`src/hgb_queue.sv`:
```
// Short job queue between the front and back parts.
module hgb_queue #(
	parameter int DATA_W = 8,
	parameter int DEPTH  = 4
) (
	input  logic              clk,
	input  logic              arst_n,
	input  logic              push,
	input  logic [DATA_W-1:0] din,
	input  logic              pop,
	output logic [DATA_W-1:0] dout,
	output logic              full,
	output logic              empty
);

	localparam int PTR_W = $clog2(DEPTH);
	localparam int CNT_W = $clog2(DEPTH + 1);

	logic [DATA_W-1:0] slots_q [DEPTH];
	logic [PTR_W-1:0]  wr_q, rd_q;
	logic [CNT_W-1:0]  cnt_q;

	assign full  = cnt_q == CNT_W'(DEPTH);
	assign empty = cnt_q == '0;
	assign dout  = slots_q[rd_q];

	always_ff @(posedge clk) begin
		if (push) begin
			slots_q[wr_q] <= din;
		end
	end

	always_ff @(posedge clk or negedge arst_n) begin
		if (!arst_n) begin
			wr_q  <= '0;
			rd_q  <= '0;
			cnt_q <= '0;
		end else begin
			if (push) begin
				wr_q <= (wr_q == PTR_W'(DEPTH - 1)) ? '0 : wr_q + PTR_W'(1);
			end
			if (pop) begin
				rd_q <= (rd_q == PTR_W'(DEPTH - 1)) ? '0 : rd_q + PTR_W'(1);
			end
			if (push && !pop) begin
				cnt_q <= cnt_q + CNT_W'(1);
			end else if (!push && pop) begin
				cnt_q <= cnt_q - CNT_W'(1);
			end
		end
	end

endmodule

```
`config.mk`:
```
export PLATFORM = sky130hd
export DESIGN_NAME = hgb_queue
export DESIGN_NICKNAME = d
export VERILOG_FILES = /design/src/hgb_queue.sv
export SDC_FILE = /design/constraint.sdc
export NUM_CORES = 1
export LEC_CHECK = 0
export BUFFER_PORTS_ARGS = -buffer_cell sky130_fd_sc_hd__buf_4
export CORE_UTILIZATION = 55
export DETAILED_ROUTE_END_ITERATION = 8
export PLACE_DENSITY = 0.77
export RECOVER_POWER = 25
export SLEW_MARGIN = 40
export SYNTH_ARGS = -nofsm -noshare
export SYNTH_HDL_FRONTEND = slang
export SYNTH_SLANG_ARGS = --single-unit
```
`constraint.sdc`:
```
create_clock -name clk -period 1.65 [get_ports clk]
set_clock_uncertainty 0.15 [all_clocks]
set_input_delay 0.165 -clock clk [delete_from_list [all_inputs] [get_ports clk]]
set_output_delay 0.165 -clock clk [all_outputs]
set_load 0.03 [all_outputs]
```
==> results of run 1 <==
[worst min-delay path, cell delays in order]
cell and delay (ns):
buf_4 0.11, ha_1 0.20, xnor2_1 0.08
[cell usage after synthesis]
library cell	count
mux4_2	8
mux2_2	3
inv_1	5
and2_1	4
nor3b_1	1
nand2_1	1
dfrtp_1	7
fa_1	1
edfxtp_1	32
buf_2	1
ha_1	6
nand3_1	1
buf_6	1
nor2_1	2
o21ai_0	2
xor2_1	2
xnor2_1	1
nor3_1	1
[cells by family (layout without fill, tap and decap cells)]
kind of cell | Yosys count | in the layout | share of synthesized area (%)
multiplexers | 11 | 11 | 13.6
AND/OR/NAND/NOR | 10 | 10 | 3.43
buffers and inverters | 7 | 53 | 2.23
flip-flops | 39 | 39 | 72.4
XOR/XNOR | 3 | 3 | 1.67
adder cells (fa/ha/maj) | 7 | 7 | 6.06
AO/OA/AOI/OAI | 2 | 2 | 0.637
[power groups by stage]
| stage | Clock (mW) | Sequential [mW] | Combinational, mW |
|---|---|---|---|
| global placement | 0 | 1.45 | 1.28 |
| global route | 0.826 | 1.48 | 1.56 |
| CTS | 0.784 | 1.45 | 1.46 |
| detailed placement | 0 | 1.47 | 1.32 |
| finish | 0.770 | 1.45 | 1.46 |
| floorplan | 0 | 1.39 | 0.904 |
[final cells by class]
type | instances | share of cell area (%)
flip-flops and latches | 39 | 55.3
clock inverters | 2 | 2.92
repair buffers | 40 | 17.5
well taps | 31 | 1.89
inverters | 5 | 0.912
multi-input cells | 33 | 19.5
clock buffers | 6 | 2.01
[path summary, 6_finish.rpt]
path | slack, ns | end | cells past startpoint
min in group asynchronous | 0.61 | rd_q[1] | 3
max in group asynchronous | 0.46 | cnt_q[0] | 3
worst max-delay path | -0.24 | dout[7] | 3
worst min register to register | 0.37 | cnt_q[2] | 1
worst max register to register | 0.13 | rd_q[1] | 4
worst min-delay path | 0.10 | cnt_q[0] | 3
[routing by layer]
layer	share of wire (%)	global-route usage, %
met2	55	34.8
met1	40	23.2
met4	1.8	11.8
met3	3.2	5.15
met5	0	0
[cell usage in the layout (no fill, tap or decap), types with 2 or more instances in the layout]
| cell | count |
|---|---|
| edfxtp_1 | 32 |
| dlygate4sd3_1 | 12 |
| buf_4 | 11 |
| mux4_2 | 8 |
| clkbuf_1 | 8 |
| buf_6 | 8 |
| ha_1 | 6 |
| dfrtp_1 | 6 |
| inv_1 | 5 |
| clkbuf_4 | 5 |
| and2_1 | 4 |
| mux2_2 | 3 |
| o21ai_0 | 2 |
| nor2_1 | 2 |
| xor2_1 | 2 |
| bufinv_16 | 2 |
| buf_12 | 2 |
[state kept, by name (all words and copies together) (netlist names)]
| signal | flops |
|---|---|
| slots_q | 32 |
| wr_q | 2 |
| rd_q | 2 |
| cnt_q | 3 |
[timing repair]
action / 4_1_cts / 5_1_grt
resized for setup: 8 / 2
endpoints found under the hold margin: 43 / 0
hold buffers: 12 / 0
setup buffers: 1 / 0
endpoints found under the setup margin: 8 / 9
==> summary.md, run 1 <==
| Metric | Value |
|---|---|
| DR WL/cell | 17.2 um |
| Vias per inst | 5.42 |
| Post-DRT Antenna Nets | 0 |
| Clock buffer depth | 2 |
| Fraction of power spent switching nets | 31.8% |
| Synth top area share | roughly three fifths |
| Synth warn | 0 |
| Crit start category | register |
| Via count of the first global-routing pass | roughly 930 |
| Setup WS pre-CTS | 0.0417 ns |
| Diode count | 0 |
| Worst hold slack | 0.101 ns |
| WP buf/inv | 2 |
| Cell row count | 19 |
| Area Growth Syn to Fin | 31.0% |
| Critical path's top delay family | multiplexers |
| Flop pwr share | between 30% and 40% |
| Tot Pwr | 3.68 mW |
| Post-synthesis sequential area ratio | 72.4% |
| Placed Cells incl. Taps | 135 |
| Syn_nets | 98 |
| Sequential cell area | 0.00114 mm2 |
| Hold path startpoint | push |
| Peak supply drop | between 1.5 and 2 mV |
| Layout Utilization | 75.2% |
| First-pass GRT wire length | 4390 um |
| Power Density | 1790 mW/mm2 |
| Post-DP HPWL | around 1700 um |
| Netlist cell types | 18 |
| Final setup viols | 8 |
| FMAX | 529 MHz |
| Clock-pin slew on the worst setup and hold paths | 0.12 ns |
| CTS Buf Count | 5 |
| Syn Inst Count | 79 |
| Lkg Pwr | ~0.78 nW |
| Vias | 846 |
| Internal | 2.51 mW |
| IO buf count | 21 |
| DRT Wirelength | between 2000 and 3000 um |
| Worst setup margin | -0.241 ns |
| Slew of the pin with the lowest slew margin | 0.454 ns |
| Setup TNS Final | -1.87 ns |
| Io pins | 22 |
| Worst stage delay on the critical path | roughly 0.52 ns |
| CTS root buffer | clkbuf_4 |
| HP Class | in2reg |
| Gpl congestion | 0.760 |
| Largest net degree at the start of global routing | 13 |
| Design area | 0.00206 mm2 |
| Avg Inst Size Synth | slightly below 20 um2 |
| Outcome | finished with violations |
| Crit path kind | reg2out |
| Max-cap violations | 0 |
| Initial antenna violation count | 0 |
| Detailed Route Iter0 Violations | 27 |
| Die Ht | 55.4 um |
| RSZ-0062 raised after global routing | yes |
| Slowest-stage cell, CP | mux4_2 |
| Multi-input logic area | 402 um2 |
| Area after DPL | approximately 0.0018 mm2 |
| Pins Over Slew Limit | 0 |
| Comb pwr share | 39.7% |
| Gr ovfl total | 0 |
| Switching power | 1.17 mW |
| Max-Slew Margin vs Limit | 69.7% |
| First-pass DRT Iterations | 4 |
| Final nets | 143 |
| Final min period | about 1.9 ns |
| Yosys top cell by area | edfxtp_1 |
| Final hold vios | 0 |
| Crit-path max FO | 9 |
| Core Area | around 0.0027 mm2 |
| Worst Setup SP | rd_q[0] |
| Clock power frac | 20.9% |
| Failing checks | negative setup slack |
| Top cells by area, synth | edfxtp_1 61%, mux4_2 11%, dfrtp_1 11% |
| Final non-filler cell total | 156 |
| GRT Resource Usage Total | 20.4% |
| CTS sink count | 39 |
| Synthesized area | 0.00157 mm2 |
| Arr. time, crit path | ~1.6 ns |
| Initial core utilization | 57.4% |
| Die area | 0.00307 mm2 |
| Worst setup EP type | output port |
| Share of layout cells above drive strength 1 | 32.8% |
| Drc violations | 0 |
| DIE WIDTH | 55.4 um |
| CTS tree | built |
| Worst reg2reg startpoint | rd_q[0] |
| Period utilisation layout | 115% |
| Worst Path Required | 1.33 ns |
| Seq cells post-synth | 39 |
| Fillers | roughly 170 |
| Max H-tree Level | 2 |
| CP Cell Sequence | buf_12 > mux4_2 > buf_6 |
| Clock Latency Late Sink | 0.33 ns |
No activity file was read; power rests on OpenSTA's default activity.
==> run 2, diff against run 1 <==
--- a/config.mk
+++ b/config.mk
@@ -5,10 +5,11 @@
 export SDC_FILE = /design/constraint.sdc
 export NUM_CORES = 1
 export LEC_CHECK = 0
+export ABC_AREA = 1
 export BUFFER_PORTS_ARGS = -buffer_cell sky130_fd_sc_hd__buf_4
-export CORE_UTILIZATION = 55
+export CORE_UTILIZATION = 56
 export DETAILED_ROUTE_END_ITERATION = 8
-export PLACE_DENSITY = 0.77
+export PLACE_DENSITY = 0.78
 export RECOVER_POWER = 25
 export SLEW_MARGIN = 40
 export SYNTH_ARGS = -nofsm -noshare
==> summary.md, run 2 <==
| Metric | Value |
|---|---|
| Tot Pwr | 3.64 mW (was 3.68 mW) |
| Synthesized area | 0.00170 mm2 (was 0.00157 mm2) |
| Post-synth EDFFs | 32 (unchanged) |
| First-pass GRT wire length | 5260 um (was 4390 um) |
| Gr ovfl total | 0 (unchanged) |
| IO buf count | 21 (unchanged) |
| GRT Resource Usage Total | 22.8% (was 20.4%) |
| Most numerous cell in the Yosys netlist | nand2_1 (was edfxtp_1) |
| Commonest non-fill, non-tap cells in the layout | 36 x nand2_1, 32 x edfxtp_1, 26 x inv_1 (was 32 x edfxtp_1, 12 x dlygate4sd3_1, 11 x buf_4) |
| First-pass DRT Iterations | 6 (was 4) |
| Max-Slew Margin vs Limit | 74.5% (was 69.7%) |
| Slew of the pin with the lowest slew margin | 0.381 ns (was 0.454 ns) |
| Share of layout cells above drive strength 1 | 19.3% (was 32.8%) |
| DRT Wirelength | 3050 um (was 2690 um) |
| DIE WIDTH | 57.1 um (was 55.4 um) |
| RSZ-0062 raised after global routing | yes (unchanged) |
| Setup TNS Final | -0.288 ns (was -1.87 ns) |
| Drc violations | 3 (was 0) |
| Final setup viols | 8 (unchanged) |
| CTS root buffer | clkbuf_4 (unchanged) |
| Commonest non-fill, non-tap cell in the layout | nand2_1 (was edfxtp_1) |
| Crit-path max FO | 21 (was 9) |
| Diode count | 0 (unchanged) |
| Post-DRT Antenna Nets | 0 (unchanged) |
| Failing checks | design-rule violations, negative setup slack (was negative setup slack) |
| Clock buffer depth | 2 (unchanged) |
| Max H-tree Level | 2 (unchanged) |
| Lkg Pwr | 0.951 nW (was 0.779 nW) |
| Post-DP HPWL | 1980 um (was 1740 um) |
| CTS Buf Count | 5 (unchanged) |
| Netlist cell types | 17 (was 18) |
| Synth top area share | 56.4% (was 61.2%) |
| Synth warn | 0 (unchanged) |
| Max reg flops | 32 (unchanged) |
| Max-cap violations | 0 (unchanged) |
| Sequential cell area | 0.00114 mm2 (unchanged) |
| Syn_nets | 163 (was 98) |
| R2R Setup Slk | 0.15 ns (was 0.13 ns) |
| Final min period | 1.72 ns (was 1.89 ns) |
| Period utilisation layout | 104% (was 115%) |
| Clock Latency Late Sink | 0.33 ns (about the same) |
| Io pins | 22 (unchanged) |
| Multi-input logic area | 437 um2 (was 402 um2) |
| Via count of the first global-routing pass | 1,160 (was 933) |
| Initial core utilization | 60.2% (was 57.4%) |
| Worst Path Required | 1.33 ns (about the same) |
| Die Ht | 57.1 um (was 55.4 um) |
| Clock-pin slew on the worst setup and hold paths | 0.11 ns (was 0.12 ns) |
| Reg with most FFs | slots_q (unchanged) |
| CTS tree | built (unchanged) |
| Vias per inst | 5.14 (was 5.42) |
| Final nets | 205 (was 143) |
| DR WL/cell | 14.0 um (was 17.2 um) |
| Fillers | 180 (was 167) |
| Yosys top cell by area | edfxtp_1 (unchanged) |
| Worst setup margin | -0.0657 ns (was -0.241 ns) |
| Largest net degree at the start of global routing | 22 (was 13) |
| Biggest regs | slots_q (32), cnt_q (3) (unchanged) |
| FMAX | 583 MHz (was 529 MHz) |
| Design area | 0.00216 mm2 (was 0.00206 mm2) |
| Core Area | 0.00283 mm2 (was 0.00273 mm2) |
| Post-synthesis sequential area ratio | 66.7% (was 72.4%) |
| Power Density | 1690 mW/mm2 (was 1790 mW/mm2) |
| Gpl congestion | 0.830 (was 0.760) |
| Outcome | finished with violations (unchanged) |
| Crit start category | register (unchanged) |
| Die area | 0.00327 mm2 (was 0.00307 mm2) |
| Vias | 1,120 (was 846) |
| Pins Over Slew Limit | 0 (unchanged) |
| Syn Inst Count | 144 (was 79) |
| Arr. time, crit path | 1.40 ns (was 1.58 ns) |
| Area Growth Syn to Fin | 26.7% (was 31.0%) |
| Final hold vios | 0 (unchanged) |
| Worst setup EP type | output port (unchanged) |
| Worst hold slack | 0.139 ns (was 0.101 ns) |
| Layout Utilization | 76.3% (was 75.2%) |
| Async set-reset flop share out of synthesis | 17.9% (unchanged) |
| Top FF cell, synth | edfxtp_1 (unchanged) |
| Cell row count | 19 (unchanged) |
| Top cells by area, synth | edfxtp_1 56%, dfrtp_1 10%, nand2_1 8.4% (was edfxtp_1 61%, mux4_2 11%, dfrtp_1 11%) |
| Peak supply drop | 1.20 mV (was 1.59 mV) |
| Detailed Route Iter0 Violations | 62 (was 27) |
| Seq cells post-synth | 39 (unchanged) |
| Crit path kind | reg2out (unchanged) |
| CTS sink count | 39 (unchanged) |
| Area after DPL | 0.00188 mm2 (was 0.00182 mm2) |
| Avg Inst Size Synth | 11.8 um2 (was 19.9 um2) |
| Most instantiated cells after synthesis | 38 x nand2_1, 32 x edfxtp_1, 27 x inv_1, 16 x o211ai_1, 7 x dfrtp_1 (was 32 x edfxtp_1, 8 x mux4_2, 7 x dfrtp_1, 6 x ha_1, 5 x inv_1) |
| Initial antenna violation count | 0 (unchanged) |
| HP Class | in2reg (unchanged) |
-- run 2: critical path, stage by stage, from the launching register on --
cell	delay (ns)
dfrtp_1	0.42
inv_2	0.10
buf_12	0.15
nand2_1	0.06
o211ai_1	0.09
nand2_1	0.10
buf_6	0.15
-- run 2: layout make-up --
cell class / instances / share of cell area (%)
flip-flops and latches: 39 / 52.7
multi-input cells: 72 / 20.2
repair buffers: 39 / 16.3
inverters: 29 / 5.16
clock inverters: 3 / 2.03
well taps: 31 / 1.80
clock buffers: 5 / 1.74
-- run 2: kinds of logic (layout without fill, tap and decap cells) --
family / after synthesis / in the layout / share of synthesized area, %
fa+ha+maj: 7 / 7 / 5.58
compound gates: 21 / 21 / 8.52
flops: 39 / 39 / 66.7
simple gates: 43 / 43 / 9.85
xor+xnor: 1 / 1 / 0.514
buf+inv: 33 / 76 / 8.82
-- run 2: per-stage QoR --
step                setup WS [ns]  std cells
global placement            0.194        195
global route               -0.160        218
finish                    -0.0657        218
CTS                       -0.0582        216
floorplan                   0.218        144
detailed placement          0.136        195
-- run 2: worst paths after layout --
kind                               start  cells past startpoint             to
worst max-delay path             rd_q[0]                      6        dout[6]
worst min-delay path                 pop                      4       cnt_q[0]
worst max register to register   wr_q[1]                      4  slots_q[1][0]
worst min register to register  cnt_q[2]                      2       cnt_q[2]
max in group asynchronous         arst_n                      3        rd_q[1]
min in group asynchronous         arst_n                      3       cnt_q[2]
-- run 2: report_power, final --
| part | leakage (nW) | total (mW) | switching [mW] | internal (mW) |
|---|---|---|---|---|
| sequential | 0.377 | 1.46 | 0.146 | 1.31 |
| combinational | 0.529 | 1.56 | 0.922 | 0.641 |
| clock | 0.0452 | 0.624 | 0.306 | 0.319 |
| total | 0.951 | 3.64 | 1.37 | 2.27 |
-- run 2: routing by layer --
metal  vias to the layer above  GRT usage (%)  part of all wire [%]
met5                         -              0                     0
met4                         0           10.5                  0.95
met3                         5           5.44                   2.8
met2                        23           38.5                    53
met1                       524           27.9                    43
li1                        568              -                     -
-- run 2: timing repair --
action,in CTS,in global routing
hold endpoints to repair,43,0
setup buffers,0,2
setup endpoints to repair,8,10
pin swaps,1,3
resized for setup,14,7
hold buffers,13,0
==> run 3, diff against run 2 <==
--- a/config.mk
+++ b/config.mk
@@ -9,8 +9,10 @@
 export BUFFER_PORTS_ARGS = -buffer_cell sky130_fd_sc_hd__buf_4
 export CORE_UTILIZATION = 56
 export DETAILED_ROUTE_END_ITERATION = 8
+export GPL_ROUTABILITY_DRIVEN = 0
 export PLACE_DENSITY = 0.78
 export RECOVER_POWER = 25
+export SKIP_LAST_GASP = 1
 export SLEW_MARGIN = 40
 export SYNTH_ARGS = -nofsm -noshare
 export SYNTH_HDL_FRONTEND = slang
==> summary.md, run 3 (same netlist as run 2, synthesis figures left out) <==
| Metric | Value |
|---|---|
| Max reg flops | 32 (unchanged) |
| Max H-tree Level | 2 (unchanged) |
| WP buf/inv | 3 (unchanged) |
| Power Density | 1660 mW/mm2 (was 1690 mW/mm2) |
| Post-DRT Antenna Nets | 0 (unchanged) |
| Final setup viols | 8 (unchanged) |
| Layout Utilization | 75.1% (was 76.3%) |
| Post-DP HPWL | 1980 um (unchanged) |
| IO buf count | 21 (unchanged) |
| CTS Buf Count | 5 (unchanged) |
| GRT Resource Usage Total | 22.6% (was 22.8%) |
| Pins Over Slew Limit | 0 (unchanged) |
| Commonest non-fill, non-tap cells in the layout | 37 x nand2_1, 32 x edfxtp_1, 26 x inv_1 (was 36 x nand2_1, 32 x edfxtp_1, 26 x inv_1) |
| CTS root buffer | clkbuf_4 (unchanged) |
| First-pass GRT wire length | 5220 um (was 5260 um) |
| Share of layout cells above drive strength 1 | 18.2% (was 19.3%) |
| Vias per inst | 5.10 (was 5.14) |
| Worst reg2reg startpoint | wr_q[1] (unchanged) |
| Drc violations | 2 (was 3) |
| Final hold vios | 0 (unchanged) |
| Period utilisation layout | 103% (was 104%) |
| FF-to-FF path depth | 4 (unchanged) |
| Lkg Pwr | 0.942 nW (was 0.951 nW) |
| Worst setup EP type | output port (unchanged) |
| Detailed Route Iter0 Violations | 64 (was 62) |
| Area Growth Syn to Fin | 24.8% (was 26.7%) |
| Clock-pin slew on the worst setup and hold paths | 0.11 ns (about the same) |
| Cell row count | 19 (unchanged) |
| FMAX | 586 MHz (was 583 MHz) |
| Setup TNS Final | -0.355 ns (was -0.288 ns) |
| First-pass DRT Iterations | 6 (unchanged) |
| Crit path kind | reg2out (unchanged) |
| RSZ-0062 raised after global routing | yes (unchanged) |
| Worst hold endpoint | cnt_q[0] (unchanged) |
| Crit-path max FO | 21 (unchanged) |
| Max-cap violations | 0 (unchanged) |
| Clock Latency Late Sink | 0.34 ns (was 0.33 ns) |
| Gr ovfl total | 0 (unchanged) |
| Slew of the pin with the lowest slew margin | 0.388 ns (was 0.381 ns) |
| Arr. time, crit path | 1.39 ns (was 1.40 ns) |
| Fillers | 187 (was 180) |
| Peak supply drop | 1.18 mV (was 1.20 mV) |
| Critical path's top delay family | buffers and inverters (was flip-flops) |
| Diode count | 0 (unchanged) |
| Largest net degree at the start of global routing | 22 (unchanged) |
| Vias | 1,112 (was 1,120) |
| Reg with most FFs | slots_q (unchanged) |
| Io pins | 22 (unchanged) |
| Crit start category | register (unchanged) |
| CP Cell Sequence | inv_2 > buf_12 > nand2_1 > o211ai_1 > nand2_1 > buf_4 (was inv_2 > buf_12 > nand2_1 > o211ai_1 > nand2_1 > buf_6) |
| Hold path startpoint | pop (unchanged) |
| Design area | 0.00212 mm2 (was 0.00216 mm2) |
| Final min period | 1.71 ns (was 1.72 ns) |
| Max-Slew Margin vs Limit | 74.1% (was 74.5%) |
| HP Class | in2reg (unchanged) |
| Final nets | 205 (unchanged) |
| Core Area | 0.00283 mm2 (unchanged) |
| Cell mode on critical path | nand2_1 (unchanged) |
| DIE WIDTH | 57.1 um (unchanged) |
| Worst Path Required | 1.33 ns (about the same) |
| Slowest-stage cell, CP | dfrtp_1 (unchanged) |
| Area after DPL | 0.00188 mm2 (unchanged) |
| Commonest non-fill, non-tap cell in the layout | nand2_1 (unchanged) |
| RR Endpoint | slots_q[1][0] (unchanged) |
| Initial antenna violation count | 0 (unchanged) |
| Worst stage delay on the critical path | 0.42 ns (about the same) |
| Die area | 0.00327 mm2 (unchanged) |
| DR WL/cell | 13.9 um (was 14.0 um) |
| Clock buffer depth | 2 (unchanged) |
| CTS sink count | 39 (unchanged) |
| Biggest regs | slots_q (32), cnt_q (3) (unchanged) |
| CTS tree | built (unchanged) |
| Worst hold stages | 4 (unchanged) |
| Initial core utilization | 60.2% (unchanged) |
| DRT Wirelength | 3030 um (was 3050 um) |
| Die Ht | 57.1 um (unchanged) |
| Worst hold slack | 0.137 ns (was 0.139 ns) |
| Via count of the first global-routing pass | 1,158 (was 1,160) |
| Failing checks | design-rule violations, negative setup slack (unchanged) |
| Outcome | finished with violations (unchanged) |
| Worst setup margin | -0.0566 ns (was -0.0657 ns) |
| R2R Setup Slk | 0.15 ns (about the same) |
## run 3: changes by cell type in the layout (fill, tap and decap cells not counted)
cell     before  now
buf_4         9   17
buf_6        10    2
dfrtp_1       6    7
nand2_2       2    1
nand2_1      36   37
dfrtp_2       1    0
## run 3: worst max path at each step
stage	start	endpoint	slack (ns)	depth (start not counted)
6_report	rd_q[0]	dout[2]	-0.06	6
5_1_grt	rd_q[0]	dout[0]	-0.19	6
4_1_cts	rd_q[0]	dout[2]	-0.07	6
3_5_place_dp	wr_q[1]	slots_q[1][6]	0.14	4
3_3_place_gp	wr_q[1]	slots_q[1][5]	0.19	4
2_1_floorplan	cnt_q[0]	full	0.22	1
## run 3: cell type report
| type | instances | area [um2] | share of cell area [%] |
|---|---|---|---|
| Clock buffer | 5 | 37.5 | 1.77 |
| Timing Repair Buffer | 39 | 323 | 15.2 |
| Inverter | 29 | 111 | 5.24 |
| Multi-Input combinational cell | 72 | 434 | 20.4 |
| Clock inverter | 3 | 43.8 | 2.06 |
| Tap cell | 31 | 38.8 | 1.83 |
| Sequential cell | 39 | 1140 | 53.5 |
## run 3: per-layer routing
| metal | vias up | GRT usage [%] | part of all wire (%) |
|---|---|---|---|
| li1 | 570 | - | - |
| met1 | 514 | 27.6 | 44 |
| met2 | 23 | 38.2 | 53 |
| met3 | 5 | 5.44 | 2.9 |
| met4 | 0 | 10.5 | 0.96 |
| met5 | - | 0 | 0 |
## run 3: worst min-delay path, stage by stage
cell     delay, ns
buf_4         0.11
inv_1         0.09
ha_4          0.15
xnor2_1       0.07
## run 3: timing repair
action / CTS / global route
buffers inserted: 0 / 2
endpoints found under the hold margin: 43 / 0
pin swaps: 0 / 2
setup endpoints to repair: 8 / 10
hold buffers: 13 / 0
resized for setup: 5 / 6
## run 3: where the power goes
part | leakage, nW | internal [mW] | switching [mW]
Sequential | 0.378 | 1.31 | 0.145
Clock | 0.0452 | 0.319 | 0.307
Combinational | 0.519 | 0.557 | 0.894
Total | 0.942 | 2.18 | 1.35
## run 3: through the flow
step / instances / setup slack [ns] / total power, mW
after floorplan: 144 / 0.218 / 2.42
after global placement: 195 / 0.194 / 2.78
after detailed placement: 195 / 0.136 / 2.84
after CTS: 216 / -0.0685 / 3.53
after global routing: 218 / -0.187 / 3.75
final: 218 / -0.0566 / 3.53
